File: src/hw/rtl/asts_pkg.sv
`timescale 1ns / 1ps
`default_nettype none

package asts_pkg;

   // Payload widths
   localparam int MODE_W  = 2;
   localparam int ADDR_W  = 32;
   localparam int COUNT_W = 5;

   // Operation codes
   localparam logic [MODE_W-1:0] MODE_INSERT = 2'd1;
   localparam logic [MODE_W-1:0] MODE_DELETE = 2'd2;

   // Search token handed from cell to cell
   typedef struct packed {
      logic              valid;
      logic [MODE_W-1:0] mode;
      logic [ADDR_W-1:0] address;
      logic              hit;         // some earlier cell holds the address
      logic              free_found;  // some earlier cell is free
   } token_type;

   // Commit command broadcast to every cell at the end of a search
   typedef struct packed {
      logic insert;  // marked free cell takes the address
      logic delete;  // marked matching cell drops its entry
   } cmd_type;

endpackage

`default_nettype wire

File: src/hw/rtl/asts_req_if.sv
`timescale 1ns / 1ps
`default_nettype none

interface asts_req_if;
   logic                          valid;
   logic                          ready;
   logic [asts_pkg::MODE_W-1:0]   mode;
   logic [asts_pkg::ADDR_W-1:0]   address;

   modport source (output valid, output mode, output address, input ready);
   modport sink   (input valid, input mode, input address, output ready);
endinterface

`default_nettype wire

File: src/hw/rtl/asts_rsp_if.sv
`timescale 1ns / 1ps
`default_nettype none

interface asts_rsp_if;
   logic                          valid;
   logic                          ready;
   logic                          hit;
   logic                          insert_rejected;
   logic [asts_pkg::COUNT_W-1:0]  entry_count;

   modport source (output valid, output hit, output insert_rejected, output entry_count,
                   input ready);
   modport sink   (input valid, input hit, input insert_rejected, input entry_count,
                   output ready);
endinterface

`default_nettype wire

File: src/hw/rtl/asts_cell.sv
`timescale 1ns / 1ps
`default_nettype none

// One table entry. Compares the passing token, marks itself as the matching
// or the first free entry, and forwards the token one cell per cycle.
module asts_cell (
   input  wire                  clock,
   input  wire                  reset,
   input  asts_pkg::token_type  tok_in,
   input  asts_pkg::cmd_type    cmd,
   output asts_pkg::token_type  tok_out
);

   logic                          valid_ff;
   logic [asts_pkg::ADDR_W-1:0]   addr_ff;
   logic                          mark_hit_ff;
   logic                          mark_free_ff;
   asts_pkg::token_type           tok_ff;
   asts_pkg::token_type           tok_in_next;
   logic                          match;
   logic                          first_free;

   // Compare against the passing token
   always_comb begin
      match                   = valid_ff && (addr_ff == tok_in.address);
      first_free              = !valid_ff && !tok_in.free_found;
      tok_in_next             = tok_in;
      tok_in_next.hit         = tok_in.hit | match;
      tok_in_next.free_found  = tok_in.free_found | !valid_ff;
   end

   // Token stage and entry state
   always_ff @(posedge clock) begin
      if (reset) begin
         tok_ff       <= '0;
         valid_ff     <= 1'b0;
         mark_hit_ff  <= 1'b0;
         mark_free_ff <= 1'b0;
      end else begin
         tok_ff <= tok_in_next;
         if (tok_in.valid) begin
            mark_hit_ff  <= match;
            mark_free_ff <= first_free;
         end
         // commit arrives only after the token has left the chain
         if (cmd.insert && mark_free_ff) begin
            valid_ff <= 1'b1;
         end else if (cmd.delete && mark_hit_ff) begin
            valid_ff <= 1'b0;
         end
      end
   end

   // A free entry may take the address early; it is only valid after commit
   always_ff @(posedge clock) begin
      if (tok_in.valid && first_free) begin
         addr_ff <= tok_in.address;
      end
   end

   assign tok_out = tok_ff;

endmodule

`default_nettype wire

File: src/hw/rtl/ipv4_address_set_table_top.sv
// IPv4 address set table: a set of up to DEPTH 32-bit addresses.
// Input channel req_bus carries a mode (lookup, insert if absent, delete;
// the unused code acts as a lookup) and an address. Result channel rsp_bus
// returns one transaction per request: hit (present before the operation),
// insert_rejected (insert found the table full) and entry_count after the
// operation (low 5 bits). Both channels use valid/ready.
// Each request walks a chain of DEPTH entry cells, one cell per cycle,
// then commits its update in a command broadcast to every cell. A new
// request is taken only once the previous one has left the chain.
// A result waiting on a stalled receiver sits in the output register,
// with one more result held behind it; requests are also refused while
// that holding slot is full.
// Reset (synchronous) empties the set, the count and both channels.
`timescale 1ns / 1ps
`default_nettype none

module ipv4_address_set_table_top #(
   parameter int DEPTH = 16
) (
   input wire              clock,
   input wire              reset,
   asts_req_if.sink        req_bus,
   asts_rsp_if.source      rsp_bus
);

   localparam int CNT_W = $clog2(DEPTH + 1);

   asts_pkg::token_type  tok [DEPTH+1];
   asts_pkg::cmd_type    cmd;

   logic                          busy_ff;
   logic [CNT_W-1:0]              count_ff;
   logic [CNT_W-1:0]              count_in;
   logic                          rsp_valid_ff;
   logic                          rsp_hit_ff;
   logic                          rsp_rej_ff;
   logic [asts_pkg::COUNT_W-1:0]  rsp_cnt_ff;
   logic                          skid_valid_ff;
   logic                          skid_hit_ff;
   logic                          skid_rej_ff;
   logic [asts_pkg::COUNT_W-1:0]  skid_cnt_ff;

   logic                          accept;
   logic                          done;
   logic                          rejected;
   logic                          rsp_take;
   logic [asts_pkg::COUNT_W-1:0]  count_out;

   assign req_bus.ready = !reset && !busy_ff && !skid_valid_ff;
   assign accept        = req_bus.valid && req_bus.ready;

   // Head of the chain
   always_comb begin
      tok[0].valid      = accept;
      tok[0].mode       = req_bus.mode;
      tok[0].address    = req_bus.address;
      tok[0].hit        = 1'b0;
      tok[0].free_found = 1'b0;
   end

   // Row of entry cells
   for (genvar i = 0; i < DEPTH; i++) begin : g_cell
      asts_cell u_cell (
         .clock   (clock),
         .reset   (reset),
         .tok_in  (tok[i]),
         .cmd     (cmd),
         .tok_out (tok[i+1])
      );
   end

   // Decision at the end of the chain
   always_comb begin
      done       = tok[DEPTH].valid;
      cmd.insert = done && (tok[DEPTH].mode == asts_pkg::MODE_INSERT)
                   && !tok[DEPTH].hit && tok[DEPTH].free_found;
      cmd.delete = done && (tok[DEPTH].mode == asts_pkg::MODE_DELETE) && tok[DEPTH].hit;
      rejected   = (tok[DEPTH].mode == asts_pkg::MODE_INSERT)
                   && !tok[DEPTH].hit && !tok[DEPTH].free_found;
      count_in   = count_ff + CNT_W'(cmd.insert) - CNT_W'(cmd.delete);
      count_out  = asts_pkg::COUNT_W'(count_in);
   end

   assign rsp_take = rsp_valid_ff && rsp_bus.ready;

   // Control, count, output register and holding slot
   always_ff @(posedge clock) begin
      if (reset) begin
         busy_ff       <= 1'b0;
         count_ff      <= '0;
         rsp_valid_ff  <= 1'b0;
         skid_valid_ff <= 1'b0;
      end else begin
         if (accept) begin
            busy_ff <= 1'b1;
         end else if (done) begin
            busy_ff <= 1'b0;
         end
         if (done) begin
            count_ff <= count_in;
         end
         if (done && (!rsp_valid_ff || rsp_take)) begin
            rsp_valid_ff <= 1'b1;
         end else if (done) begin
            skid_valid_ff <= 1'b1;
         end else if (rsp_take) begin
            rsp_valid_ff  <= skid_valid_ff;
            skid_valid_ff <= 1'b0;
         end
      end
   end

   // Payload of output register and holding slot
   always_ff @(posedge clock) begin
      if (done && (!rsp_valid_ff || rsp_take)) begin
         rsp_hit_ff <= tok[DEPTH].hit;
         rsp_rej_ff <= rejected;
         rsp_cnt_ff <= count_out;
      end else if (done) begin
         skid_hit_ff <= tok[DEPTH].hit;
         skid_rej_ff <= rejected;
         skid_cnt_ff <= count_out;
      end else if (rsp_take) begin
         rsp_hit_ff <= skid_hit_ff;
         rsp_rej_ff <= skid_rej_ff;
         rsp_cnt_ff <= skid_cnt_ff;
      end
   end

   assign rsp_bus.valid           = rsp_valid_ff;
   assign rsp_bus.hit             = rsp_hit_ff;
   assign rsp_bus.insert_rejected = rsp_rej_ff;
   assign rsp_bus.entry_count     = rsp_cnt_ff;

endmodule

`default_nettype wire

File: src/flat_wrapper.sv
// flat-port wrapper written by rule: the top's interface ports become plain ports
module ipv4_address_set_table_top_flat 
#(
   parameter int DEPTH = 16
)
  (clock, reset, req_bus_valid, req_bus_mode, req_bus_address, req_bus_ready, rsp_bus_valid, rsp_bus_hit, rsp_bus_insert_rejected, rsp_bus_entry_count, rsp_bus_ready);
  asts_req_if req_bus_i ();
  asts_rsp_if rsp_bus_i ();
  input wire clock;
  input wire reset;
  input wire logic [$bits(req_bus_i.valid)-1:0] req_bus_valid;
  input wire logic [$bits(req_bus_i.mode)-1:0] req_bus_mode;
  input wire logic [$bits(req_bus_i.address)-1:0] req_bus_address;
  output wire logic [$bits(req_bus_i.ready)-1:0] req_bus_ready;
  output wire logic [$bits(rsp_bus_i.valid)-1:0] rsp_bus_valid;
  output wire logic [$bits(rsp_bus_i.hit)-1:0] rsp_bus_hit;
  output wire logic [$bits(rsp_bus_i.insert_rejected)-1:0] rsp_bus_insert_rejected;
  output wire logic [$bits(rsp_bus_i.entry_count)-1:0] rsp_bus_entry_count;
  input wire logic [$bits(rsp_bus_i.ready)-1:0] rsp_bus_ready;
  assign req_bus_i.valid = req_bus_valid;
  assign req_bus_i.mode = req_bus_mode;
  assign req_bus_i.address = req_bus_address;
  assign req_bus_ready = req_bus_i.ready;
  assign rsp_bus_valid = rsp_bus_i.valid;
  assign rsp_bus_hit = rsp_bus_i.hit;
  assign rsp_bus_insert_rejected = rsp_bus_i.insert_rejected;
  assign rsp_bus_entry_count = rsp_bus_i.entry_count;
  assign rsp_bus_i.ready = rsp_bus_ready;
  ipv4_address_set_table_top #(.DEPTH(DEPTH)) u_core (.clock(clock), .reset(reset), .req_bus(req_bus_i), .rsp_bus(rsp_bus_i));
endmodule
File: config.mk
export PLATFORM = sky130hd
export DESIGN_NAME = ipv4_address_set_table_top_flat
export DESIGN_NICKNAME = d
export VERILOG_FILES = /design/src/hw/rtl/asts_pkg.sv /design/src/hw/rtl/asts_req_if.sv /design/src/hw/rtl/asts_rsp_if.sv /design/src/hw/rtl/asts_cell.sv /design/src/hw/rtl/ipv4_address_set_table_top.sv /design/src/flat_wrapper.sv
export SDC_FILE = /design/constraint.sdc
export NUM_CORES = 1
export LEC_CHECK = 0
export ABC_AREA = 1
export BUFFER_PORTS_ARGS = -buffer_cell sky130_fd_sc_hd__buf_2
export CORE_ASPECT_RATIO = 0.9
export CORE_UTILIZATION = 65
export CTS_BUF_LIST = sky130_fd_sc_hd__clkbuf_8
export CTS_CLUSTER_DIAMETER = 80
export DETAILED_ROUTE_END_ITERATION = 6
export HOLD_SLACK_MARGIN = 0.02
export PLACE_DENSITY_LB_ADDON = 0.05
export SLEW_MARGIN = 0
export SYNTH_ARGS = -nofsm -noshare
export SYNTH_HDL_FRONTEND = slang
export SYNTH_SLANG_ARGS = --single-unit
File: constraint.sdc
create_clock -name clock -period 4 [get_ports clock]
set_clock_uncertainty 0.2 [all_clocks]
set_input_delay 0.6 -clock clock [delete_from_list [all_inputs] [get_ports clock]]
set_output_delay 0.6 -clock clock [all_outputs]
set_load 0.02 [all_outputs]
==> results of run 1 <==
-- per-layer routing --
layer,share of wire [%],vias up
met5,0,-
met4,2.0,0
met3,3.7,131
met2,50,357
met1,45,11900
li1,-,13200
-- registers in the layout (all words and copies together) (netlist names) --
signal	flops
u_core.g_cell.u_cell.tok_out	560
u_core.skid_rej_ff	1
u_core.g_cell.u_cell.addr_ff	512
u_core.busy_ff	1
u_core.g_cell.u_cell.mark_hit_ff	16
u_core.rsp_bus.insert_rejected	1
u_core.count_ff	5
u_core.g_cell.u_cell.mark_free_ff	16
u_core.rsp_bus.entry_count	5
u_core.skid_valid_ff	1
u_core.g_cell.u_cell.valid_ff	16
u_core.skid_hit_ff	1
u_core.skid_cnt_ff	5
u_core.rsp_bus.valid	1
u_core.rsp_bus.hit	1
-- timing repair --
| action | 4_1_cts | 5_1_grt |
|---|---|---|
| resized for setup | 0 | 0 |
| endpoints found under the setup margin | 0 | 0 |
| hold buffers | 38 | 0 |
| buffers inserted | 0 | 0 |
| endpoints found under the hold margin | 110 | 0 |
-- synthesized netlist by cell type, types with 2 or more instances --
library cell / instances / area share, %
buf_2: 2 / 0.024
o221ai_1: 2 / 0.042
nor2_1: 764 / 6.9
nand2_1: 785 / 7.1
ha_1: 5 / 0.15
clkinv_1: 2 / 0.018
or2_2: 3 / 0.045
dfxtp_1: 616 / 30
nor3_1: 20 / 0.24
xnor2_1: 162 / 3.4
nand3_1: 63 / 0.76
edfxtp_1: 526 / 38
a21oi_1: 84 / 1.0
buf_6: 2 / 0.055
nand4_1: 26 / 0.39
a21boi_0: 9 / 0.16
o21ai_0: 133 / 1.6
xor2_1: 47 / 1.0
buf_1: 5 / 0.045
clkbuf_1: 62 / 0.56
nand3b_1: 7 / 0.13
inv_1: 843 / 7.7
o22ai_1: 18 / 0.27
-- cells by family after synthesis --
kind of cell	count (synthesis)
flip-flops	1142
AND/OR/NAND/NOR	1670
XOR/XNOR	209
buffers and inverters	917
adder cells (fa/ha/maj)	6
AO/OA/AOI/OAI	246
-- through the flow --
step | cell area [um2] | instances | worst slack (ns) | power [mW] | hold slack (ns)
after floorplan | 41300 | 4190 | 0.442 | 12.8 | 0.188
after detailed placement | 42500 | 5031 | 1.12 | 12.9 | 0.192
after CTS | 46200 | 5383 | 1.09 | 21.7 | 0.192
final | 46200 | 5384 | 1.09 | 21.5 | 0.194
after global routing | 46200 | 5384 | 0.856 | 22.3 | 0.217
after global placement | 42500 | 5031 | 1.20 | 12.9 | 0.188
-- cells in the final DEF, fill, tap and decap left out, types with 3 or more instances in the layout --
master,synthesis,routed
xor2_1,47,47
nor2_1,764,763
clkbuf_8,0,195
ha_1,5,5
buf_4,0,19
edfxtp_1,526,526
nand4_1,26,26
clkinv_1,2,7
o22ai_1,18,18
nand3_1,63,63
buf_2,2,45
nor3_1,20,5
bufinv_16,0,3
nand3b_1,7,7
or2_2,3,3
inv_6,0,3
clkinv_2,0,16
o21ai_0,133,133
nor3_2,0,15
dlygate4sd3_1,0,38
a21boi_0,9,9
dfxtp_1,616,616
inv_1,843,929
nand2_1,785,785
xnor2_1,162,162
clkinvlp_4,0,6
a21oi_1,84,84
-- worst reg2reg max path, stage by stage, from the launching register on --
cell and delay [ns]:
dfxtp_1 0.46, inv_2 0.18, nor3_4 0.23, inv_1 0.06, ha_1 0.28, inv_1 0.06, ha_1 0.15, inv_1 0.06
fa_1 0.42, o21ai_0 0.24, xnor2_1 0.19, o21ai_0 0.10
-- where the power goes --
part / switching (mW) / total [mW] / internal (mW)
sequential: 0.0726 / 12.3 / 12.3
combinational: 0.248 / 0.377 / 0.129
clock: 4.16 / 8.80 / 4.64
total: 4.48 / 21.5 / 17.0
-- worst max path at each step --
stage / startpoint / to / slack (ns) / depth (start not counted)
6_report: u_core.g_cell[15].u_cell.tok_out[36] / u_core.rsp_bus.entry_count[4] / 1.09 / 11
5_1_grt: u_core.g_cell[15].u_cell.tok_out[36] / u_core.rsp_bus.entry_count[4] / 0.86 / 11
4_1_cts: u_core.g_cell[15].u_cell.tok_out[36] / u_core.rsp_bus.entry_count[4] / 1.09 / 11
3_5_place_dp: u_core.g_cell[15].u_cell.tok_out[36] / u_core.rsp_bus.entry_count[4] / 1.12 / 11
3_3_place_gp: u_core.g_cell[15].u_cell.tok_out[36] / u_core.rsp_bus.entry_count[4] / 1.20 / 11
2_1_floorplan: reset / u_core.g_cell[0].u_cell.addr_ff[0] / 0.44 / 4
-- cell type report --
cell class | instances | area (um2)
clock inverters | 119 | 583
repair buffers | 105 | 803
diodes | 1 | 2.50
inverters | 846 | 3180
clock buffers | 195 | 2680
well taps | 845 | 1060
fillers | 4576 | 16500
multi-input cells | 2131 | 9770
flip-flops and latches | 1142 | 28100
==> summary.txt, run 1 <==
max-cap violation count -> 0
DRT Pass-1 Iters -> 5
routed wire length -> 70.7 mm
CTS tree -> yes
R2R Setup Slk -> 1.09 ns
fraction of layout cells with a size suffix above 1 -> 6.88%
DR vias -> 25600
synth unique cells -> 27
core area -> 62700 um2
Power Density -> 465 nW/um2
worst-path cell chain -> inv_2, nor3_4, inv_1, ha_1, inv_1, ha_1, inv_1, fa_1, o21ai_0, xnor2_1, o21ai_0
initial core utilization -> 65.8%
WS Path Type -> reg -> reg
die extent in y -> 241 um
final setup TNS -> 0 ns
clk_lat worst skew -> 0.79 ns
Tmin final -> 2.91 ns
synthesized area per cell -> 9.85 um2
sequential fraction of the synthesis area -> 68.1%
grt ovf -> 0
Post-synth EDFFs -> 526
critical path buffer and inverter count -> 4
XOR/XNOR Fraction of Synth Area -> 4.43%
CTS buffer count -> 169
Max clock buf depth -> 3
Synth Warn # -> 0
Simple-Gate Fraction of Synth Area -> 15.7%
first-pass GRT wire length -> 117 mm
Max Fclk -> 0.344 GHz
Routed Antenna Nets -> 0
initial antenna violation count -> 1
Via density -> 4.75
maximum vdd drop -> 0.442 mV
GR Layer Usage met1 -> 28.6%
Syn Inst Count -> 4190
fraction of synthesized area in multiplexers -> 0%
Core Util, Final -> 73.7%
Slew Limit Fails -> 0
clock sinks -> 1142
Final period util -> 72.7%
R2R depth -> 11
synth-to-layout area growth -> 11.9%
Endpoint, Worst Hold -> u_core.g_cell[7].u_cell.tok_out[35]
vias in the first global route -> 25200
nets -> 4439
main combinational cell family by area after synthesis -> simple AND/OR/NAND/NOR gates
CP max-delay cell -> dfxtp_1
# DRC -> 0
Slew HR -> 22.7%
Final Setup Violations -> 0
Critical Path RT -> 4.32 ns
met3 usage -> 4.46%
most common flop cell mapped by yosys -> dfxtp_1
CP endpoint kind -> flop
GR peak layer -> met2
Mapped Nets -> 4234
Hold Vio Cnt, Final -> 0
adder-cell share of the synthesized area -> 0.200%
Die X -> 268 um
worst r2r dst -> u_core.rsp_bus.entry_count[4]
WHS Path Cells -> 2
Most common cell on crit path -> inv_1
Seq cells post-synth -> 1142
H-tree Lvls -> 4
met2 Usage GRT -> 39.1%
Tot GR Track Use -> 22.7%
RSZ-0062 raised after global routing -> no
largest net degree at the start of global routing -> 254
Leak Pwr -> 18.9 nW
Initial DRC Count -> 1558
total die area -> 64500 um2
# port buffers -> 46
clock slew seen by the registers of the worst setup and hold paths -> 0.06 ns
post-synthesis async set-or-reset flop share -> 0%
num rows -> 87
HPWL Detailed -> 47.4 mm
critical path peak fanout -> 11
CP startpoint kind -> flop
# IOs -> 47
Compound-Gate Fraction of Synth Area -> 3.11%
min-delay worst type -> reg -> reg
mapped cell area -> 41300 um2
Worst Max-Slew Pin Slew -> 1.16 ns
status -> finished, final reports clean
critical hold path startpoint -> u_core.g_cell[6].u_cell.tok_out[35]
Final GP Congestion -> 0.781
Max stage delay on crit path -> 0.46 ns
Top Family by Delay on Critical Path -> adder cells
drt wl/cell -> 13.1 um
worst r2r src -> u_core.g_cell[15].u_cell.tok_out[36]
critical path arrival -> 3.22 ns
clk root buf -> clkbuf_8
No activity file was read; power rests on OpenSTA's default activity.
==> run 2, diff against run 1 <==
Settings changed: ABC_AREA 1 to 0.
Clock period 4 ns to 2.7 ns, I/O delays scaled along.
==> run 2 against run 1 <==
The flow now finishes with violations (setup timing). Non-clock buffer count increased by 21. Wire length is 2.1% lower. Clock-buffer cell count is 1 higher. Core utilization increased by 1.3 points. Combinational power is 44% higher. Total power is 48% higher. Synthesized cell count decreased by 35%. Sequential power rose by 49%. Critical path type unchanged.
==> summary.txt, run 2 <==
register area -> 28100 um2 (about the same)
Most common cell on crit path -> inv_2 (was inv_1)
hold slack -> 0.150 ns (was 0.194 ns)
die extent in y -> 234 um (was 241 um)
post-synthesis async set-or-reset flop share -> 0% (unchanged)
drt wl/cell -> 17.9 um (was 13.1 um)
# IOs -> 47 (unchanged)
fill count -> 3725 (was 4576)
commonest non-fill, non-tap cell in the layout -> dfxtp_1 (was inv_1)
H-tree Lvls -> 4 (unchanged)
final non-filler cell total -> 3870 (was 5384)
Core Util, Final -> 75.0% (was 73.7%)
critical path buffer and inverter count -> 6 (was 4)
CTS tree -> yes (unchanged)
CP startpoint kind -> flop (unchanged)
setup ws final -> -0.0809 ns (was 1.09 ns)
first-pass GRT wire length -> 111 mm (was 117 mm)
Tot GR Track Use -> 23.5% (was 22.7%)
initial antenna violation count -> 2 (was 1)
synth-to-layout area growth -> 13.4% (was 11.9%)
Final period util -> 103% (was 72.7%)
highest-count cells in the layout ignoring fill and taps -> dfxtp_1, edfxtp_1, nor2b_1 (was inv_1, nand2_1, nor2_1)
vias in the first global route -> 20700 (was 25200)
initial core utilization -> 66.1% (was 65.8%)
Max clock buf depth -> 3 (unchanged)
Slew Limit Fails -> 0 (unchanged)
status -> complete, but fails checks (was finished, final reports clean)
CP max-delay cell -> fa_2 (was dfxtp_1)
mapped cell area -> 38800 um2 (was 41300 um2)
Die X -> 259 um (was 268 um)
min-delay worst type -> in -> reg (was reg -> reg)
multi-input logic area -> 10400 um2 (was 9770 um2)
Max stage delay on crit path -> 0.34 ns (was 0.46 ns)
met3 WL -> 2.91 mm (was 2.64 mm)
most common flop cell mapped by yosys -> dfxtp_1 (unchanged)
Largest register FFs -> 560 (unchanged)
clock sinks -> 1142 (unchanged)
Worst Max-Slew Pin Slew -> 0.807 ns (was 1.16 ns)
Critical Path RT -> 3.04 ns (was 4.32 ns)
total die area -> 60700 um2 (was 64500 um2)
routed wire length -> 69.2 mm (was 70.7 mm)
Post-synth EDFFs -> 526 (unchanged)
core area -> 58600 um2 (was 62700 um2)
clk_lat worst skew -> 0.80 ns (was 0.79 ns)
DRT Pass-1 Iters -> 5 (unchanged)
sequential fraction of the synthesis area -> 72.5% (was 68.1%)
RSZ-0062 raised after global routing -> yes (was no)
ranking of synthesized cells by area -> edfxtp_1, dfxtp_1, xnor2_1, nor2b_1, xor2_1 (was edfxtp_1, dfxtp_1, inv_1, nand2_1, nor2_1)
fraction of layout cells with a size suffix above 1 -> 11.4% (was 6.88%)
DP Area -> 40200 um2 (was 42500 um2)
WS Path Type -> reg -> reg (unchanged)
# DRC -> 0 (unchanged)
CP endpoint kind -> flop (unchanged)
clock slew seen by the registers of the worst setup and hold paths -> 0.06 ns (about the same)
Max Fclk -> 0.360 GHz (was 0.344 GHz)
synth cell count leaders -> dfxtp_1, edfxtp_1, nor2b_1, xnor2_1, xor2_1 (was inv_1, nand2_1, nor2_1, dfxtp_1, edfxtp_1)
Top Family by Delay on Critical Path -> adder cells (unchanged)
grt ovf -> 0 (unchanged)
uppermost routed layer -> met5 (was met4)
Synth top area share -> 40.7% (was 38.3%)
largest net degree at the start of global routing -> 165 (was 254)
synthesized area per cell -> 14.2 um2 (was 9.85 um2)
cell accounting for the most synthesized area -> edfxtp_1 (unchanged)
final instance area -> 44000 um2 (was 46200 um2)
Seq cells post-synth -> 1142 (unchanged)
Slew HR -> 45.9% (was 22.7%)
nets -> 2997 (was 4439)
Mapped Nets -> 2777 (was 4234)
Final GP Congestion -> 0.792 (was 0.781)
synth unique cells -> 48 (was 27)
failing checks -> setup timing
met2 wire length -> 32.4 mm (was 35.1 mm)
max-cap violation count -> 0 (unchanged)
critical path arrival -> 3.12 ns (was 3.22 ns)
DRT met1 WL -> 32.8 mm (was 31.6 mm)
DR vias -> 20200 (was 25600)
CTS buffer count -> 166 (was 169)
Initial DRC Count -> 1299 (was 1558)
Routed Antenna Nets -> 0 (unchanged)
maximum vdd drop -> 0.562 mV (was 0.442 mV)
Tmin final -> 2.78 ns (was 2.91 ns)
Hold Vio Cnt, Final -> 0 (unchanged)
Syn Inst Count -> 2733 (was 4190)
Leak Pwr -> 15.6 nW (was 18.9 nW)
clk root buf -> clkbuf_8 (unchanged)
Synth Warn # -> 0 (unchanged)
critical path peak fanout -> 3 (was 11)
worst-path cell chain -> nor3b_2, and3_4, inv_2, ha_4, inv_2, ha_4, inv_2, fa_2, buf_4, buf_6, buf_4, xnor2_2, mux2_4 (was inv_2, nor3_4, inv_1, ha_1, inv_1, ha_1, inv_1, fa_1, o21ai_0, xnor2_1, o21ai_0)
Power Density -> 725 nW/um2 (was 465 nW/um2)
Via density -> 5.21 (was 4.75)
# port buffers -> 46 (unchanged)
Final Setup Violations -> 2 (was 0)
num rows -> 84 (was 87)
dpl cells -> 3513 (was 5031)
final setup TNS -> -0.152 ns (was 0 ns)
count leader, synth -> dfxtp_1 (was inv_1)
HPWL Detailed -> 46.3 mm (was 47.4 mm)
==> run 2: cell families after synthesis <==
logic type                 after synthesis  share of synthesized area [%]
DFF                                   1142                           72.5
adders and majority gates                6                          0.213
xor gates and xnor gates               506                           11.4
buffers and inverters                  142                           1.39
muxes                                    9                          0.252
AOI/OAI and AO/OA                      102                           1.69
and+or+nand+nor                        826                           12.5
==> run 2: timing repair <==
item | 4_1_cts | 5_1_grt
buffers inserted | 5 | 2
pin swaps | 6 | 5
gates resized for setup | 4 | 4
endpoints found under the setup margin | 1 | 4
gates cloned | 0 | 0
endpoints found under the hold margin | 321 | 0
hold buffers | 39 | 0
==> run 2: worst paths after layout <==
check,startpoint,endpoint,slack [ns],cells past startpoint
max,u_core.g_cell[15].u_cell.tok_out[35],u_core.rsp_bus.entry_count[2],-0.08,13
max reg2reg,u_core.g_cell[15].u_cell.tok_out[35],u_core.rsp_bus.entry_count[2],-0.08,13
min,req_bus_address[23],u_core.g_cell[0].u_cell.addr_ff[23],0.15,2
min reg2reg,u_core.g_cell[13].u_cell.tok_out[22],u_core.g_cell[14].u_cell.addr_ff[20],0.23,0
==> run 2: cell type report <==
cell class	instances	share of cell area [%]
Inverter	68	0.586
Multi-Input combinational cell	1449	23.5
Tap cell	774	2.20
Clock inverter	113	1.28
Clock buffer	196	6.13
Timing Repair Buffer	126	2.26
Sequential cell	1142	64.0
Antenna cell	2	0.0114
==> run 2: per-stage QoR <==
| step | power [mW] | worst slack (ns) |
|---|---|---|
| after floorplan | 18.9 | -0.184 |
| after global placement | 19.1 | -0.0531 |
| after detailed placement | 19.1 | -0.138 |
| after CTS | 32.2 | -0.141 |
| after global routing | 33.0 | -0.199 |
| final | 31.9 | -0.0809 |
==> run 2: where the power goes <==
group | internal (mW) | switching (mW)
clock network | 6.89 | 6.17
logic | 0.227 | 0.315
registers | 18.1 | 0.121
==> run 2: per-layer routing <==
| metal | track usage [%] | vias up |
|---|---|---|
| met3 | 5.25 | 100 |
| met1 | 33.3 | 9989 |
| li1 | - | 9739 |
| met2 | 36.2 | 344 |
| met4 | 7.68 | 2 |
| met5 | 0 | - |
